===== config.mk =====
export PLATFORM = sky130hd
export DESIGN_NAME = sc_divider
export DESIGN_NICKNAME = d
export VERILOG_FILES = /design/src/rtl/sc_pkg.sv /design/src/rtl/sc_divider.sv
export SDC_FILE = /design/constraint.sdc
export NUM_CORES = 1
export LEC_CHECK = 0
export BUFFER_PORTS_ARGS = -buffer_cell sky130_fd_sc_hd__buf_2
export CAP_MARGIN = 20
export CORE_MARGIN = 10
export CORE_UTILIZATION = 62
export CTS_BUF_LIST = sky130_fd_sc_hd__clkbuf_4 sky130_fd_sc_hd__clkbuf_8
export CTS_CLUSTER_DIAMETER = 50
export DETAILED_ROUTE_END_ITERATION = 12
export PLACE_DENSITY = 0.89
export SYNTH_ARGS = -nofsm -noshare
export SYNTH_HDL_FRONTEND = slang
export SYNTH_SLANG_ARGS = --single-unit
export TNS_END_PERCENT = 100

===== constraint.sdc =====
create_clock -name aclk -period 5.7 [get_ports aclk]
set_input_delay 1.14 -clock aclk [delete_from_list [all_inputs] [get_ports aclk]]
set_output_delay 1.14 -clock aclk [all_outputs]
set_load 0.02 [all_outputs]

===== src/rtl/sc_pkg.sv =====
// Shared constants, codes and types for the stack calculator.
`timescale 1ns / 1ps
`default_nettype none
package sc_pkg;
    localparam int STACK_DEPTH = 1024;
    localparam int ADDR_W = $clog2(STACK_DEPTH);
    localparam int CNT_W = $clog2(STACK_DEPTH + 1);
    localparam int WORD_W = 32;
    localparam int DEPTH_W = 11;
    localparam int POS_W = 10;

    typedef enum logic [2:0] {
        MODE_PUSH = 3'd0, MODE_POP = 3'd1, MODE_PEEK_TOP = 3'd2, MODE_PEEK_BOT = 3'd3,
        MODE_ADD = 3'd4, MODE_SUB = 3'd5, MODE_MUL = 3'd6, MODE_DIV = 3'd7
    } mode_t;

    typedef enum logic [2:0] {
        ST_OK = 3'd0, ST_FULL = 3'd1, ST_EMPTY = 3'd2, ST_RANGE = 3'd3,
        ST_FEW = 3'd4, ST_DIVZERO = 3'd5
    } status_t;
endpackage
`default_nettype wire


===== src/rtl/sc_divider.sv =====
// Iterative floor divider for signed words, one quotient bit per cycle.
`timescale 1ns / 1ps
`default_nettype none
module sc_divider import sc_pkg::*; (
    input  wire logic              aclk,
    input  wire logic              aresetn,
    input  wire logic              start,
    input  wire logic [WORD_W-1:0] num,
    input  wire logic [WORD_W-1:0] den,
    output logic                   done,
    output logic      [WORD_W-1:0] quo
);
    logic [WORD_W-1:0] q_reg, d_reg;
    logic [WORD_W:0]   r_reg;
    logic [5:0]        cnt_reg;
    logic              busy_reg, neg_reg, done_reg;
    logic [WORD_W:0]   r_shift;
    logic [WORD_W:0]   r_sub;

    assign r_shift = {r_reg[WORD_W-1:0], q_reg[WORD_W-1]};
    assign r_sub   = r_shift - {1'b0, d_reg};

    // Restoring division on magnitudes; sign fixed at the end for floor rounding.
    always_ff @(posedge aclk) begin
        if (!aresetn) begin
            busy_reg <= 1'b0;
            done_reg <= 1'b0;
        end else begin
            done_reg <= 1'b0;
            if (start) begin
                busy_reg <= 1'b1;
                cnt_reg  <= 6'd0;
                neg_reg  <= num[WORD_W-1] ^ den[WORD_W-1];
                q_reg    <= num[WORD_W-1] ? (~num + 1'b1) : num;
                d_reg    <= den[WORD_W-1] ? (~den + 1'b1) : den;
                r_reg    <= '0;
            end else if (busy_reg) begin
                if (cnt_reg == 6'(WORD_W)) begin
                    busy_reg <= 1'b0;
                    done_reg <= 1'b1;
                    if (neg_reg) begin
                        q_reg <= ~q_reg + 1'b1 - {31'd0, (r_reg != '0)};
                    end
                end else begin
                    cnt_reg <= cnt_reg + 6'd1;
                    if (!r_sub[WORD_W]) begin
                        r_reg <= r_sub;
                        q_reg <= {q_reg[WORD_W-2:0], 1'b1};
                    end else begin
                        r_reg <= r_shift;
                        q_reg <= {q_reg[WORD_W-2:0], 1'b0};
                    end
                end
            end
        end
    end

    assign done = done_reg;
    assign quo  = q_reg;
endmodule
`default_nettype wire


Yosys cells after proc, flatten, opt, wreduce, memory -nomap -nowiden
Cells that the tools add are included.
- output and inout bits: 33
- input bits: 67
- flip-flop bits (word level): 106
- bitwise gates (word level): 6
- muxes and demuxes: 16
- reduce and logical (&&, ||, !) cells: 6
- eq/ne operators: 3
- add/sub/neg operators: 6
- operators with widths (kind ; count):
    two-way mux 32 bit ; 5
    two-way mux 33 bit ; 3
    adder 32 x 1 -> 32 bit (second input constant) ; 3
    inverter 32 bit ; 3
    nonzero test 33 bit ; 1
    subtractor 33 x 32 -> 33 bit ; 1
    subtractor 32 x 1 -> 32 bit ; 1
    two-way mux 31 bit ; 1
    two-way mux 6 bit ; 2
    adder 6 x 1 -> 6 bit (second input constant) ; 1
    equality test 6 bit (second input constant) ; 1
    AND reduction 3 bit ; 2
    two-way mux 1 bit ; 5
    != test 3 bit (second input constant) ; 1
    OR reduction 3 bit ; 1
    != test 2 bit (second input constant) ; 1
    inverter 1 bit ; 2
    AND reduction 2 bit ; 1
    nonzero test 2 bit ; 1
    XOR 1 bit ; 1

Depth between registers and ports, before layout
- depth in word-level cells: 7
- mapped depth: 16
- depth with buffers taken out: 16

Least setup slack after synthesis
No wires, ideal clock.
- path kind: in2reg
- start point: input start
- end point: register q_reg[0], in the netlist quo[0], enable pin
- stages on the path: 4
- arrival: 4080 ps
- path slack: 1150 ps
- cell sequence: clkbuf_1 inv_1 clkbuf_1 a21boi_0
- longest elaborated chain between the ends: 2
- elaborated cells on any way between the ends: 3
- those cells by class: eq/ne: 1; reduce/logical: 2
- ends and longest elaborated chain (element ; line ; text):
    from (decl) ; sc_divider.sv:7 ; input wire logic start,
    != test 3 bit (no source line) or nonzero test 2 bit (tied branches) ; - ;
    AND reduction 3 bit (no source line) (*) ; - ;
    to (signal assigned) ; sc_divider.sv:34 ; q_reg <= num[WORD_W-1] ? (~num + 1'b1) : num;
    to (signal assigned) ; sc_divider.sv:42 ; q_reg <= ~q_reg + 1'b1 - {31'd0, (r_reg != '0)};
    to (signal assigned) ; sc_divider.sv:48 ; q_reg <= {q_reg[WORD_W-2:0], 1'b1};
    to (decl) ; sc_divider.sv:13 ; logic [WORD_W-1:0] q_reg, d_reg;
Every way passes the cells marked *; elsewhere a longest branch is shown, timed or not.
A chain may end at the register's enable or synchronous reset.

Worst setup path after layout
- start point: register r_reg[21]
- end point: register q_reg[29], in the netlist quo[29], data pin
- longest elaborated chain between the ends: 6
- ends and longest elaborated chain (element ; line ; text):
    from (decl) ; sc_divider.sv:14 ; logic [WORD_W:0] r_reg;
    from (signal assigned) ; sc_divider.sv:47 ; r_reg <= r_sub;
    from (signal assigned) ; sc_divider.sv:50 ; r_reg <= r_shift;
    nonzero test 33 bit ; sc_divider.sv:42 ;
    subtractor 32 x 1 -> 32 bit ; sc_divider.sv:42 ;
    two-way mux 32 bit ; sc_divider.sv:41 ; if (neg_reg) begin
    two-way mux 32 bit ; sc_divider.sv:38 ; if (cnt_reg == 6'(WORD_W)) begin
    two-way mux 32 bit ; sc_divider.sv:37 ; end else if (busy_reg) begin
    two-way mux 32 bit ; sc_divider.sv:30 ; if (start) begin
No other way between the ends. The select of a mux whose other input is x is not followed.

==> out/metrics.yaml <==
yosysTopAreaCell: "edfxtp_1"
first_global_vias: 7840
fp.dieW_um: 142
cts_setup_buffers: 0
rsz0062_at_grt: "no"
synth_area_leaders: "edfxtp_1, ha_1, xnor2_1, a21oi_1, xor2_1"
yosysWarnings: 0
power_density_nw_per_um2: 254
syn_inst: 1040
crit_path_end_kind: "flip-flop"
dp_hpwl_um: 17500
cts-root-buf: "clkbuf_8"
ant_nets: 0
hp-start: "busy_reg$_SDFF_PN0_"
hold_viol: 0
clock_path_buffers: 2
gr-total-overflow: 0
synth.yosys.seq_area_share_pct: 34.1
syn2layout_area_growth_pct: 9.77
finalCriticalPeriod_ns: 4.34
clkSlewWorstSetupHoldPaths_ns: 0.11
setup_violations: 0
syn_area_um2: 9270
clock_skew_ns: 0.0125
startpoint_type: "flip-flop"
synth_cell_types: 69
die_area_um2: 20200
worstSetupPathType: "reg -> reg"
drt-initial-drc-count: 981
syn_nets: 1179
p_leak_nw: 4.35
cpMostUsedCell: "ha_1"
crit_arrival_ns: 4.47
cts-resized-gates: 0
pre_cts_ws_ns: 1.46
cts.sinks: 106
slew_violations: 0
core_um2: 14600
antenna_found_initial: 0
ys_async_sr_fraction_pct: 0
hp-class: "reg -> reg"
ios: 100
cp.required_ns: 5.83
chipHeight_um: 142
ir_drop_uv: 173
drc: 0
crit_start: "r_reg[21]$_SDFFCE_PP0P_"
avgViaCountPerCell: 6.24
grt_pass1_wl_um: 37800
track_usage_pct: 22.4
vias: 8179
wl_per_cell_um: 17.8
grt_max_degree: 70
cpPeakStageDelay_ns: 0.66
numCtsBuffers: 9
max_freq_ghz: 0.230
reg2reg_from: "r_reg[21]$_SDFFCE_PP0P_"
antennaDiodeCount: 0
cap_violations: 0
h-tree-depth: 3
crit_slowest_cell: "nor4_1"
hold_ws_ns: 0.556
nets: 1261
worstPathCellList: "nor4_1, nand4_1, nor3_1, ha_1, ha_1, inv_1, ha_1, o21bai_1, a21oi_1, o21ai_0, a31oi_1, o21bai_1, a221oi_1, o41ai_1, xnor2_1, o221ai_1"
synth-edff-count: 104
setup_ws_ns: 1.36
post_synth.cell_area_avg_um2: 8.91
synth_top_area_share_pct: 33.7
hold_buffers: 0
synth_flop_cell: "edfxtp_1"
worst_skew_pair.late_latency_ns: 0.40
largest_register_ffs: 33
rows: 44
routed_wl_um: 23300
fin_crit_sh_pct: 76.2
synth_seq_cells: 106
firstDrtPassIters: 5
slew_headroom_pct: 23.9
tns_ns: 0
worstMarginPinSlew_ns: 1.14
status: "complete, no violations"
gp_congestion: 0.931
start_util_pct: 63.5
cts_tree: "built"
drive_above_1_share_pct: 12.8
crit_fanout: 3
place.port_buffers: 99
synth_stat cells (4+ instances only):
cell / number
a21o_1: 30
nand3_1: 14
a21boi_0: 7
or3_1: 7
o21a_1: 5
mux2i_1: 33
ha_1: 71
o31ai_1: 19
a211o_1: 5
and3_1: 9
nand2_1: 83
buf_1: 4
and2_1: 5
o311ai_0: 4
nor2_1: 97
o21ai_0: 58
or4_1: 6
or2_2: 4
xnor2_1: 74
xor2_1: 43
nand3b_1: 4
nor2b_1: 10
o41ai_1: 10
inv_1: 81
nand2b_1: 13
a211oi_1: 24
o21bai_1: 13
clkbuf_1: 26
nand4_1: 10
a31oi_1: 6
nor4_1: 10
edfxtp_1: 104
a21oi_1: 86
nor3_1: 15
power by group:
group / switching (mW) / internal, mW
clock: 0.274 / 0.260
combinational: 0.601 / 0.431
sequential: 0.0576 / 0.957
total: 0.932 / 1.65
area by class of cell:
| class | count | area (um2) |
|---|---|---|
| multi-input cells | 819 | 5690 |
| clock buffers | 12 | 146 |
| well taps | 184 | 230 |
| fillers | 1107 | 4410 |
| inverters | 81 | 304 |
| repair buffers | 105 | 573 |
| flip-flops and latches | 106 | 3160 |
| clock inverters | 3 | 65.1 |
placed cells by master, fill, tap and decap left out, drive strengths merged, types with 33 or more instances in the layout:
cell    instances
a21oi          86
buf           105
edfxtp        104
ha             71
inv            81
mux2i          33
nand2          83
nor2           97
o21ai          58
xnor2          74
xor2           43
per-stage QoR:
step / instance area (um2) / std cells / utilization [%] / total power [mW]
after floorplan: 9270 / 1040 / - / 1.79
after global placement: 9920 / 1293 / 68.0 / 2.00
after detailed placement: 9940 / 1294 / 68.1 / 2.03
after CTS: 10100 / 1309 / 69.6 / 2.56
after global routing: 10200 / 1310 / 69.7 / 2.72
final: 10200 / 1310 / 69.7 / 2.58
worst paths after layout:
| kind | cells past startpoint | to | slack [ns] |
|---|---|---|---|
| min reg2reg | 1 | done$_SDFF_PP0_ | 0.56 |
| min | 1 | done$_SDFF_PP0_ | 0.56 |
| max reg2reg | 16 | quo[29]$_DFFE_PP_ | 1.36 |
| max | 16 | quo[29]$_DFFE_PP_ | 1.36 |
layer usage:
metal	routed length, um	global-route usage [%]
met5	0	0
met4	464	7.32
met3	1650	3.57
met2	10900	36.3
met1	10300	29.8
critical path: cells and delay by family, from the launching register on:
kind	cells	cell delay (ns)
buffers and inverters	1	0.06
AOI/OAI and AO/OA	8	1.74
adders and majority gates	3	0.62
xor gates and xnor gates	1	0.17
DFF	1	0.43
and+or+nand+nor	3	1.05
cells by family (layout without fill, tap and decap cells):
logic type,count (synthesis),in the layout,share of synthesized area [%]
simple gates,305,305,16.2
fa+ha+maj,72,72,9.80
compound gates,292,292,20.5
buf+inv,115,201,4.74
mux,33,33,3.56
xor+xnor,117,117,11.1
flops,106,106,34.1
Note: power is estimated with default switching activity, not from simulation.
